**src/sv/lr_pkg.sv**
```systemverilog
// ----------------------------------------------------------------------------
// lr_pkg
// shared types and constants of the line rasterizer: the walk descriptor
// handed from the classifier to the pixel walker, and the decision codes
// ----------------------------------------------------------------------------
package lr_pkg;

  localparam int unsigned CoordW = 6;
  localparam int unsigned DecW   = 11;

  typedef enum logic [1:0] {
    CondLe,
    CondGe,
    CondLt
  } lr_cond_e;

  typedef struct packed {
    logic [CoordW-1:0]      x0;
    logic [CoordW-1:0]      y0;
    logic [CoordW-1:0]      count;
    logic signed [DecW-1:0] d0;
    logic signed [DecW-1:0] inc_minor;
    logic signed [DecW-1:0] inc_hold;
    logic                   major_y;
    logic                   y_down;
    lr_cond_e               cond;
  } lr_desc_t;

endpackage

```
**src/sv/line_rasterizer_unit.sv**
```systemverilog
// ----------------------------------------------------------------------------
// line_rasterizer_unit
// midpoint line rasterizer: one command with two endpoints in, the pixels of
// the line out in walk order, last one flagged
// flow: an accepted command is queued, loaded into the walker, and its pixels are
// registered into the output beat at one pixel per cycle while out_ready_i allows;
// a line has max(|dx|,|dy|)+1 pixels (up to 64); a two-entry queue buffers further commands
// reset: asynchronous active low, empties the queue, walker and output beat
// ----------------------------------------------------------------------------
module line_rasterizer_unit (
  input  logic                      clk_i,
  input  logic                      rst_ni,
  input  logic                      in_valid_i,
  output logic                      in_ready_o,
  input  logic [lr_pkg::CoordW-1:0] start_x_i,
  input  logic [lr_pkg::CoordW-1:0] start_y_i,
  input  logic [lr_pkg::CoordW-1:0] end_x_i,
  input  logic [lr_pkg::CoordW-1:0] end_y_i,
  output logic                      out_valid_o,
  input  logic                      out_ready_i,
  output logic [lr_pkg::CoordW-1:0] pixel_x_o,
  output logic [lr_pkg::CoordW-1:0] pixel_y_o,
  output logic                      last_pixel_o
);
  import lr_pkg::*;

  lr_desc_t new_desc, head_desc;
  logic     full, empty, pop;

  lr_front u_front (
    .start_x_i (start_x_i),
    .start_y_i (start_y_i),
    .end_x_i   (end_x_i),
    .end_y_i   (end_y_i),
    .desc_o    (new_desc)
  );

  lr_fifo u_fifo (
    .clk_i       (clk_i),
    .rst_ni      (rst_ni),
    .push_i      (in_valid_i),
    .push_data_i (new_desc),
    .full_o      (full),
    .pop_i       (pop),
    .empty_o     (empty),
    .pop_data_o  (head_desc)
  );

  assign in_ready_o = !full;

  lr_walker u_walker (
    .clk_i        (clk_i),
    .rst_ni       (rst_ni),
    .desc_valid_i (!empty),
    .desc_i       (head_desc),
    .desc_pop_o   (pop),
    .out_valid_o  (out_valid_o),
    .out_ready_i  (out_ready_i),
    .pixel_x_o    (pixel_x_o),
    .pixel_y_o    (pixel_y_o),
    .last_pixel_o (last_pixel_o)
  );

endmodule

```
**src/sv/lr_front.sv**
```systemverilog
// ----------------------------------------------------------------------------
// lr_front
// classifies a line command: orders the endpoints, picks one of the four
// midpoint walks and works out the start decision value and increments
// ----------------------------------------------------------------------------
module lr_front (
  input  logic [lr_pkg::CoordW-1:0] start_x_i,
  input  logic [lr_pkg::CoordW-1:0] start_y_i,
  input  logic [lr_pkg::CoordW-1:0] end_x_i,
  input  logic [lr_pkg::CoordW-1:0] end_y_i,
  output lr_pkg::lr_desc_t          desc_o
);
  import lr_pkg::*;

  localparam int unsigned PadW = DecW - CoordW;

  logic [CoordW-1:0]      sx, sy, ex, ey;
  logic                   vertical;
  logic signed [DecW-1:0] dxs, dys, ndy;

  always_comb begin
    vertical = (start_x_i == end_x_i);
    if (vertical) begin
      sx = start_x_i;
      ex = end_x_i;
      sy = (start_y_i < end_y_i) ? start_y_i : end_y_i;
      ey = (start_y_i < end_y_i) ? end_y_i : start_y_i;
    end else if (start_x_i > end_x_i) begin
      sx = end_x_i;
      sy = end_y_i;
      ex = start_x_i;
      ey = start_y_i;
    end else begin
      sx = start_x_i;
      sy = start_y_i;
      ex = end_x_i;
      ey = end_y_i;
    end
    dxs = {{PadW{1'b0}}, ex} - {{PadW{1'b0}}, sx};
    dys = {{PadW{1'b0}}, ey} - {{PadW{1'b0}}, sy};
    ndy = -dys;

    desc_o.x0 = sx;
    desc_o.y0 = sy;
    if (dys > dxs || vertical) begin
      // steep rising, also vertical lines with dx of zero
      desc_o.count     = dys[CoordW-1:0];
      desc_o.d0        = dys - (dxs <<< 1);
      desc_o.inc_minor = (dys - dxs) <<< 1;
      desc_o.inc_hold  = -(dxs <<< 1);
      desc_o.major_y   = 1'b1;
      desc_o.y_down    = 1'b0;
      desc_o.cond      = CondLe;
    end else if (dys >= 0) begin
      desc_o.count     = dxs[CoordW-1:0];
      desc_o.d0        = (dys <<< 1) - dxs;
      desc_o.inc_minor = (dys - dxs) <<< 1;
      desc_o.inc_hold  = dys <<< 1;
      desc_o.major_y   = 1'b0;
      desc_o.y_down    = 1'b0;
      desc_o.cond      = CondGe;
    end else if (ndy <= dxs) begin
      desc_o.count     = dxs[CoordW-1:0];
      desc_o.d0        = (dys <<< 1) + dxs;
      desc_o.inc_minor = (dys + dxs) <<< 1;
      desc_o.inc_hold  = dys <<< 1;
      desc_o.major_y   = 1'b0;
      desc_o.y_down    = 1'b1;
      desc_o.cond      = CondLt;
    end else begin
      desc_o.count     = ndy[CoordW-1:0];
      desc_o.d0        = dys + (dxs <<< 1);
      desc_o.inc_minor = (dys + dxs) <<< 1;
      desc_o.inc_hold  = dxs <<< 1;
      desc_o.major_y   = 1'b1;
      desc_o.y_down    = 1'b1;
      desc_o.cond      = CondGe;
    end
  end

endmodule

```
**src/sv/lr_fifo.sv**
```systemverilog
// ----------------------------------------------------------------------------
// lr_fifo
// two-entry descriptor queue between the classifier and the pixel walker
// ----------------------------------------------------------------------------
module lr_fifo (
  input  logic             clk_i,
  input  logic             rst_ni,
  input  logic             push_i,
  input  lr_pkg::lr_desc_t push_data_i,
  output logic             full_o,
  input  logic             pop_i,
  output logic             empty_o,
  output lr_pkg::lr_desc_t pop_data_o
);
  import lr_pkg::*;

  lr_desc_t   mem_q [2];
  logic       wptr_q, rptr_q;
  logic [1:0] cnt_q;
  logic       do_push, do_pop;

  assign full_o     = (cnt_q == 2'd2);
  assign empty_o    = (cnt_q == 2'd0);
  assign do_push    = push_i && !full_o;
  assign do_pop     = pop_i && !empty_o;
  assign pop_data_o = mem_q[rptr_q];

  always_ff @(posedge clk_i) begin
    if (do_push) begin
      mem_q[wptr_q] <= push_data_i;
    end
  end

  always_ff @(posedge clk_i or negedge rst_ni) begin
    if (!rst_ni) begin
      wptr_q <= 1'b0;
      rptr_q <= 1'b0;
      cnt_q  <= 2'd0;
    end else begin
      if (do_push) begin
        wptr_q <= ~wptr_q;
      end
      if (do_pop) begin
        rptr_q <= ~rptr_q;
      end
      if (do_push && !do_pop) begin
        cnt_q <= cnt_q + 2'd1;
      end else if (do_pop && !do_push) begin
        cnt_q <= cnt_q - 2'd1;
      end
    end
  end

endmodule

```
**src/sv/lr_walker.sv**
```systemverilog
// ----------------------------------------------------------------------------
// lr_walker
// runs the midpoint decision walk of one descriptor into a registered output beat,
// one pixel per cycle while out_ready_i does not stall that beat
// ----------------------------------------------------------------------------
module lr_walker (
  input  logic                      clk_i,
  input  logic                      rst_ni,
  input  logic                      desc_valid_i,
  input  lr_pkg::lr_desc_t          desc_i,
  output logic                      desc_pop_o,
  output logic                      out_valid_o,
  input  logic                      out_ready_i,
  output logic [lr_pkg::CoordW-1:0] pixel_x_o,
  output logic [lr_pkg::CoordW-1:0] pixel_y_o,
  output logic                      last_pixel_o
);
  import lr_pkg::*;

  logic                   busy_q;
  logic [CoordW-1:0]      x_q, y_q, cnt_q;
  logic signed [DecW-1:0] d_q, inc_minor_q, inc_hold_q;
  logic                   major_y_q, y_down_q;
  lr_cond_e               cond_q;
  logic                   out_valid_q, last_q;
  logic [CoordW-1:0]      px_q, py_q;

  logic              adv, last_step, load, minor;
  logic [CoordW-1:0] y_step;

  assign adv       = busy_q && (!out_valid_q || out_ready_i);
  assign last_step = (cnt_q == '0);
  assign load      = desc_valid_i && (!busy_q || (adv && last_step));
  assign desc_pop_o = load;

  always_comb begin
    case (cond_q)
      CondLe:  minor = (d_q <= 0);
      CondGe:  minor = (d_q >= 0);
      CondLt:  minor = (d_q < 0);
      default: minor = 1'b0;
    endcase
    y_step = y_down_q ? (y_q - CoordW'(1)) : (y_q + CoordW'(1));
  end

  always_ff @(posedge clk_i) begin
    if (load) begin
      x_q         <= desc_i.x0;
      y_q         <= desc_i.y0;
      cnt_q       <= desc_i.count;
      d_q         <= desc_i.d0;
      inc_minor_q <= desc_i.inc_minor;
      inc_hold_q  <= desc_i.inc_hold;
      major_y_q   <= desc_i.major_y;
      y_down_q    <= desc_i.y_down;
      cond_q      <= desc_i.cond;
    end else if (adv) begin
      cnt_q <= cnt_q - CoordW'(1);
      d_q   <= minor ? (d_q + inc_minor_q) : (d_q + inc_hold_q);
      if (major_y_q) begin
        y_q <= y_step;
        if (minor) begin
          x_q <= x_q + CoordW'(1);
        end
      end else begin
        x_q <= x_q + CoordW'(1);
        if (minor) begin
          y_q <= y_step;
        end
      end
    end
    if (adv) begin
      px_q   <= x_q;
      py_q   <= y_q;
      last_q <= last_step;
    end
  end

  always_ff @(posedge clk_i or negedge rst_ni) begin
    if (!rst_ni) begin
      busy_q      <= 1'b0;
      out_valid_q <= 1'b0;
    end else begin
      if (load) begin
        busy_q <= 1'b1;
      end else if (adv && last_step) begin
        busy_q <= 1'b0;
      end
      if (adv) begin
        out_valid_q <= 1'b1;
      end else if (out_ready_i) begin
        out_valid_q <= 1'b0;
      end
    end
  end

  assign out_valid_o  = out_valid_q;
  assign pixel_x_o    = px_q;
  assign pixel_y_o    = py_q;
  assign last_pixel_o = last_q;

endmodule
```
**config.mk**
```make
export PLATFORM = sky130hd
export DESIGN_NAME = line_rasterizer_unit
export DESIGN_NICKNAME = d
export VERILOG_FILES = /design/src/sv/lr_pkg.sv /design/src/sv/line_rasterizer_unit.sv /design/src/sv/lr_front.sv /design/src/sv/lr_fifo.sv /design/src/sv/lr_walker.sv
export SDC_FILE = /design/constraint.sdc
export NUM_CORES = 1
export LEC_CHECK = 0
export CAP_MARGIN = 20
export CORE_AREA = 2 2 147 149
export DETAILED_ROUTE_END_ITERATION = 7
export DIE_AREA = 0 0 149 151
export DONT_BUFFER_PORTS = 1
export HOLD_SLACK_MARGIN = 0.08
export PLACE_DENSITY_LB_ADDON = 0.3
export RECOVER_POWER = 50
export SYNTH_ARGS = -nofsm -noshare
export SYNTH_HDL_FRONTEND = slang
export SYNTH_HIERARCHICAL = 1
export SYNTH_SLANG_ARGS = --single-unit
```
**constraint.sdc**
```tcl
create_clock -name clk_i -period 6.9 [get_ports clk_i]
set_clock_uncertainty 0.05 [all_clocks]
set_input_delay 0 -clock clk_i [delete_from_list [all_inputs] [get_ports clk_i]]
set_output_delay 0 -clock clk_i [all_outputs]
set_load 0.005 [all_outputs]
```
==> flow_summary_export.csv, run 1 <==
group,metric,value,unit
clocking,cts.sinks,184,
hold_path,hp-class,"in2reg",
outcome,violations,"capacitance limit, slew limit",
yosys,synth_area_leader_cell,"edfxtp_1",
grt,antenna_found_initial,0,
placed_design,placed_area,0.0115,mm²
worst_setup_path,critPathKind,"in2reg",
layout,fillCellCount,1703,
placed_design,port_buffers,0,
die,core,0.0208,mm²
clocking,cts_root_buf,"clkbuf_16",
die,start_util,54.2,%
clocking,numCtsBuffers,17,
timing,max_freq,0.156,GHz
drt,drt_iter0_markers,521,
grt,use_met1,30.8,%
timing,worstMarginPinSlew,3640,ps
clocking,cts_tree,"built",
outcome,status,"finished, violations left",
worst_setup_path,crit_path_start_kind,"input port",
drt,drt-pass1-iter-count,5,
drt,drtAntennaViolNets,0,
grt,grt_pass1_vias,7395,
clocking,cts_setup_buffers,0,
die,die-area,0.0225,mm²
timing,rsz0062_at_grt,"no",
die,die_w,149,µm
grt,use_met3,3.80,%
layout,stdcell_area,0.0123,mm²
grt,grt-busiest-layer,"met2",
yosys,synth_top_flop_cell,"edfxtp_1",
yosys,ys_seq_area_share,48.7,%
yosys,synth.avg_cell_area,11.6,µm²
worst_setup_path,end_kind,"flop",
grt,overflow,0,
drt,routed_wl,24100,µm
layout,post_route_cells_drive_above_1_share,10.4,%
clocking,insertion_delay,430,ps
grt,track_usage,22.3,%
layout,seqCellArea,0.00550,mm²
yosys,synth_edf_count,178,
layout,multi_input_area,0.00524,mm²
clocking,h-tree-depth,4,
drt,num_vias,7554,
placed_design,gp_congestion,0.950,
timing,drv_slew,169,
placed_design,post-dp-hpwl,17200,µm
die,num_rows,53,
yosys,syn_area,0.0113,mm²
worst_setup_path,worstPathMaxFanout,21,
drt,wl_per_cell,18.7,µm
yosys,yosysWarnings,6,
grt,grt_max_degree,61,
drt,viasPerCell,5.85,
timing,setup_viol,0,
yosys,ys_ff_latch,184,
yosys,yosysTopAreaCellShare,47.4,%
timing,finalWorstPathRequiredPeriod,6420,ps
clocking,clk_pin_slew,70,ps
yosys,synthArstFlopShare,3.26,%
die,die_h,151,µm
worst_setup_path,crit_required,7060,ps
run,maxCapViolCount,3,
clocking,cts_buffer_depth,2,
worst_setup_path,worstPathArrival,6590,ps
drt,drc,0,
power,vdd_drop_max,0.000205,V
grt,grt_pass1_wl,38500,µm
grt,grtUsageMet2,36.3,%
power,leakage,4.77,nW
power,power,5.16,mW
timing,finalHoldViolations,0,
timing,setup_slack,475,ps
power,power.density,419,mW/mm²
timing,fin_crit_sh,93.1,%
layout,final_net_count,1126,
timing,finalSetupTns,0,ps
die,ios,43,
yosys,synthTopCellsByArea,"edfxtp_1 47%, ha_1 9.5%, mux2_4 5.3%",
layout,antennaDiodeCount,0,
timing,hold_slack,219,ps
yosys,synthCells,975,
yosys,synth_cell_types,85,
timing,relSlewSlack,-143,%
layout,areaGrowthSynthToFinish,9.17,%
placed_design,place_ws,660,ps
kinds of logic after synthesis:
logic type	synth area share [%]
buffers and inverters	4.04
other	0.0332
and+or+nand+nor	10.4
adders and majority gates	11.0
muxes	8.82
xor gates and xnor gates	3.56
AOI/OAI and AO/OA	13.5
DFF	48.7
Yosys cell counts (13+ instances only):
cell / n
mux2_4: 40
mux2_2: 27
clkbuf_1: 16
nor3_1: 13
o21bai_1: 14
edfxtp_1: 178
a21oi_1: 72
nor2_1: 82
inv_1: 62
nand2_1: 72
o21ai_0: 46
a21o_1: 16
ha_1: 86
xor2_1: 19
nand3_1: 16
xnor2_1: 25
state kept, by name, summed over array words and instances, names as in the netlist, 2 cells and up:
name / cells
u_walker/pixel_y_o: 6
u_walker/x_q: 6
u_fifo/mem_q: 110
u_walker/pixel_x_o: 6
u_walker/inc_minor_q: 11
u_fifo/cnt_q: 2
u_walker/y_q: 6
u_walker/d_q: 11
u_walker/cond_q: 2
u_walker/cnt_q: 6
u_walker/inc_hold_q: 11
repair_timing:
| action | CTS | global route |
|---|---|---|
| resized for setup | 0 | 0 |
| hold buffers | 29 | 0 |
| endpoints found under the hold margin | 40 | 0 |
layout make-up:
cell class / count / area share (%)
inverter: 64 / 1.95
timing repair buffer: 44 / 3.18
multi-input combinational: 693 / 42.5
clock inverter: 13 / 1.39
clock buffer: 19 / 3.52
sequential: 184 / 44.6
tap: 275 / 2.79
power by group:
group	internal, mW	switching (mW)	total, mW
logic	0.923	1.36	2.28
registers	1.78	0.114	1.90
clock network	0.575	0.408	0.983
total	3.28	1.88	5.16
worst paths after layout:
path	from	end	slack, ps	cells after the start
max	end_x_i[0]	u_fifo/mem_q[0][26]$_DFFE_PP_	480	21
min	start_x_i[0]	u_fifo/mem_q[0][5]$_DFFE_PP_	220	3
max reg2reg	u_fifo/rptr_q$_DFFE_PN0P_	u_walker/d_q[10]$_DFFE_PP_	2850	4
min reg2reg	u_walker/y_q[2]$_DFFE_PP_	u_walker/pixel_y_o[2]$_DFFE_PP_	420	0
max in group asynchronous	rst_ni	u_fifo/rptr_q$_DFFE_PN0P_	6180	2
min in group asynchronous	rst_ni	u_fifo/rptr_q$_DFFE_PN0P_	370	2
per-stage QoR:
stage	std cells	util [%]
after CTS	1292	59.7
final	1292	59.1
after detailed placement	1231	55.4
after global routing	1292	59.1
after global placement	1231	55.4
after floorplan	976	-
layer usage:
layer,up-vias,wire length (µm)
li1,3633,-
met1,3626,11000
met2,261,11200
met3,34,1330
met4,0,545
met5,-,0
placed cells by master, fill, tap and decap left out, drive strengths merged, types with 3 or more instances in the layout:
cell         instances
edfxtp             178
ha                  86
nor2                83
nand2               73
a21oi               72
mux2                67
inv                 66
o21ai               47
dlygate4sd3         29
xnor2               26
clkbuf              22
xor2                19
a21o                17
nand3               16
o21bai              15
nor3                14
buf                 12
a31oi               12
nand2b              10
nor2b               10
a211oi              10
and3                10
mux2i                9
fa                   8
o21a                 7
dfrtp                6
nand4                6
a2bb2oi              5
o211ai               5
o31ai                5
and2                 5
clkinvlp             4
o22ai                4
nor4                 4
o2111ai              4
a221oi               4
clkinv               4
bufinv               3
o221ai               3
worst max-delay path: stages:
cell           delay [ps]
dlygate4sd3_1         550
ha_1                  460
nand2_1               170
nor2_4                230
o2111ai_4             220
a211oi_1              290
nand2b_1              160
inv_1                  50
ha_1                  170
a311oi_2              300
o211ai_1              170
xnor2_1               430
inv_1                 330
ha_1                  460
or4_1                 550
nor3_1                170
o21ai_0               250
a21o_1                500
nor2_1                420
clkinv_1              320
a21oi_1               370
Note: power is estimated with default switching activity, not from simulation.
==> run 2, diff against run 1 <==
==> constraint.sdc (replaced) <==
create_clock -name clk_i -period 6.9 [get_ports clk_i]
set_clock_uncertainty 0.05 [all_clocks]
set_input_delay 1.38 -clock clk_i [delete_from_list [all_inputs] [get_ports clk_i]]
set_output_delay 1.38 -clock clk_i [all_outputs]
set_load 0.005 [all_outputs]
==> run 2 against run 1 <==
The run still ends with capacitance limit, slew limit left; total power increased by 0.63%; core utilization decreased by 0.35 points; critical endpoint is now u_fifo/mem_q[0][11]$_DFFE_PP_; hold slack better by 220 ps; largest cell class unchanged; largest power group unchanged; wire length down 1.2%; critical path depth rose by 1; critical path type unchanged; sequential share of layout area rose by 0.26 points; die area unchanged; worst setup slack better by 69 ps.
==> flow_summary_export.csv, run 2 (synthesis results as in run 1) <==
group,metric,value,unit
layout,fin_cells,1294,
power,pwr-share-comb,45.2,%
worst_setup_path,critPathKind,"in2reg",
layout,areaGrowthSynthToFinish,8.53,%
timing,max_freq,0.157,GHz
placed_design,gp_congestion,0.963,
clocking,clk_pin_slew,70,ps
power,p_clk_share,18.2,%
worst_setup_path,cp_common_cell,"ha_1",
worst_setup_path,worstPathMaxFanout,6,
power,sw_frac_of_total,36.7,%
layout,top_register,"u_fifo/mem_q",
clocking,cts_tree,"built",
timing,worstMarginPinSlew,3690,ps
worst_setup_path,crit_chain,"inv_1 > ha_1 > nor2b_1 > o2111ai_1 > o2111ai_4 > a211oi_1 > nand2b_1 > inv_1 > ha_1 > a311oi_2 > o211ai_1 > xnor2_1 > and3_1 > nand2_1 > ha_1 > ha_1 > nand4_1 > a211oi_1 > o21ai_0 > or2_2 > o41a_1 > o221ai_1",
grt,grt_pass1_vias,7207,
layout,largest_reg_flops,110,
worst_setup_path,crit_family,"compound AO/OA/AOI/OAI gates",
drt,num_vias,7497,
timing,fin_crit_sh,92.1,%
clocking,numCtsBuffers,17,
placed_design,port_buffers,0,
layout,mostFrequentLayoutCells,"178 x edfxtp_1, 86 x ha_1, 81 x nor2_1",
clocking,cts_root_buf,"clkbuf_16",
timing,finalHoldViolations,0,
worst_setup_path,end_kind,"flop",
hold_path,hp-class,"reg2reg",
die,ios,43,
power,power.density,424,mW/mm²
power,p_int,3.29,mW
die,die_h,151,µm
grt,overflow,0,
die,die-area,0.0225,mm²
grt,track_usage,22.1,%
power,vdd_drop_max,0.000214,V
layout,final_common_cell,"edfxtp_1",
clocking,cts_setup_buffers,0,
grt,grt_pass1_wl,38300,µm
drt,wl_per_cell,18.4,µm
outcome,violations,"capacitance limit, slew limit",
die,start_util,54.2,%
die,core,0.0208,mm²
power,p_switching,1.91,mW
clocking,insertion_delay,430,ps
timing,setup_viol,0,
clocking,h-tree-depth,4,
timing,relSlewSlack,-146,%
timing,finalSetupTns,0,ps
outcome,status,"finished, violations left",
timing,finalWorstPathRequiredPeriod,6360,ps
placed_design,place_ws,13.7,ps
layout,final_util,58.8,%
die,die_w,149,µm
drt,drt_iter0_markers,694,
drt,routed_wl,23800,µm
drt,viasPerCell,5.79,
grt,grt_max_degree,60,
layout,seqCellArea,0.00550,mm²
layout,stdcell_area,0.0122,mm²
placed_design,placed_area,0.0118,mm²
drt,drt-pass1-iter-count,5,
grt,antenna_found_initial,0,
worst_setup_path,crit_path_start_kind,"input port",
placed_design,post-dp-hpwl,17300,µm
power,power_frac_seq,36.5,%
placed_design,dp.cells,1263,
layout,post_route_cells_drive_above_1_share,13.5,%
worst_setup_path,slowest_delay,440,ps
layout,final_net_count,1129,
drt,drtAntennaViolNets,0,
clocking,cts.sinks,184,
layout,fillCellCount,1698,
layout,antennaDiodeCount,0,
timing,drv_slew,169,
run,maxCapViolCount,3,
clocking,postCtsHoldBufs,0,
worst_setup_path,crit_required,7040,ps
worst_setup_path,cp_num_buf_inv,2,
worst_setup_path,worstPathArrival,6490,ps
layout,multi_input_area,0.00524,mm²
die,num_rows,53,
drt,drc,0,
timing,rsz0062_at_grt,"no",
clocking,cts_buffer_depth,2,
power,leakage,4.80,nW
timing,setup_slack,545,ps
worst_setup_path,slowest_stage,"or2_2",
-- run 2: changes by cell type in the layout (fill, tap and decap cells not counted), moves of 2 or more --
cell,change
inv_6,+4
inv_8,+3
dlygate4sd3_1,-29
buf_4,+31
clkinvlp_4,-3
clkinv_4,-2
bufinv_16,-2
-- run 2: layout make-up --
class | count | area share (%)
Clock inverter | 14 | 1.28
Clock buffer | 17 | 3.47
Sequential cell | 184 | 44.9
Multi-Input combinational cell | 693 | 42.8
Timing Repair Buffer | 47 | 2.76
Tap cell | 275 | 2.81
Inverter | 64 | 1.96
-- run 2: power groups by stage --
| stage | combinational (mW) | clock (mW) | sequential, mW |
|---|---|---|---|
| finish | 2.35 | 0.946 | 1.90 |
| CTS | 2.39 | 0.966 | 1.89 |
| floorplan | 1.79 | 0 | 1.88 |
| global route | 2.60 | 1.00 | 1.93 |
| global placement | 2.34 | 0 | 1.89 |
| detailed placement | 2.37 | 0 | 1.91 |
-- run 2: worst paths after layout --
path / slack [ps] / depth (start not counted) / end / from
worst max-delay path: 540 / 22 / u_fifo/mem_q[0][11]$_DFFE_PP_ / end_y_i[1]
worst min-delay path: 440 / 0 / u_walker/pixel_y_o[3]$_DFFE_PP_ / u_walker/y_q[3]$_DFFE_PP_
worst max register to register: 2830 / 4 / u_walker/d_q[10]$_DFFE_PP_ / u_fifo/rptr_q$_DFFE_PN0P_
worst min register to register: 440 / 0 / u_walker/pixel_y_o[3]$_DFFE_PP_ / u_walker/y_q[3]$_DFFE_PP_
max in group asynchronous: 6140 / 0 / u_fifo/rptr_q$_DFFE_PN0P_ / rst_ni
min in group asynchronous: 590 / 0 / u_fifo/wptr_q$_DFFE_PN0P_ / rst_ni
-- run 2: layer usage --
layer / vias up / GRT usage [%] / wire (µm)
li1: 3651 / - / -
met1: 3581 / 31.4 / 11200
met2: 225 / 35.1 / 10900
met3: 40 / 3.43 / 1180
met4: 0 / 7.05 / 444
met5: - / 0 / 0
-- run 2: timing repair --
item                                   CTS  global route
endpoints found under the hold margin    0             0
setup endpoints to repair                0             6
gates resized for setup                  0             1
-- run 2: per-stage QoR --
step	hold WS, ps	power, mW
2_1_floorplan	381	3.67
3_3_place_gp	391	4.24
3_5_place_dp	412	4.28
4_1_cts	427	5.25
5_1_grt	450	5.53
6_report	438	5.19
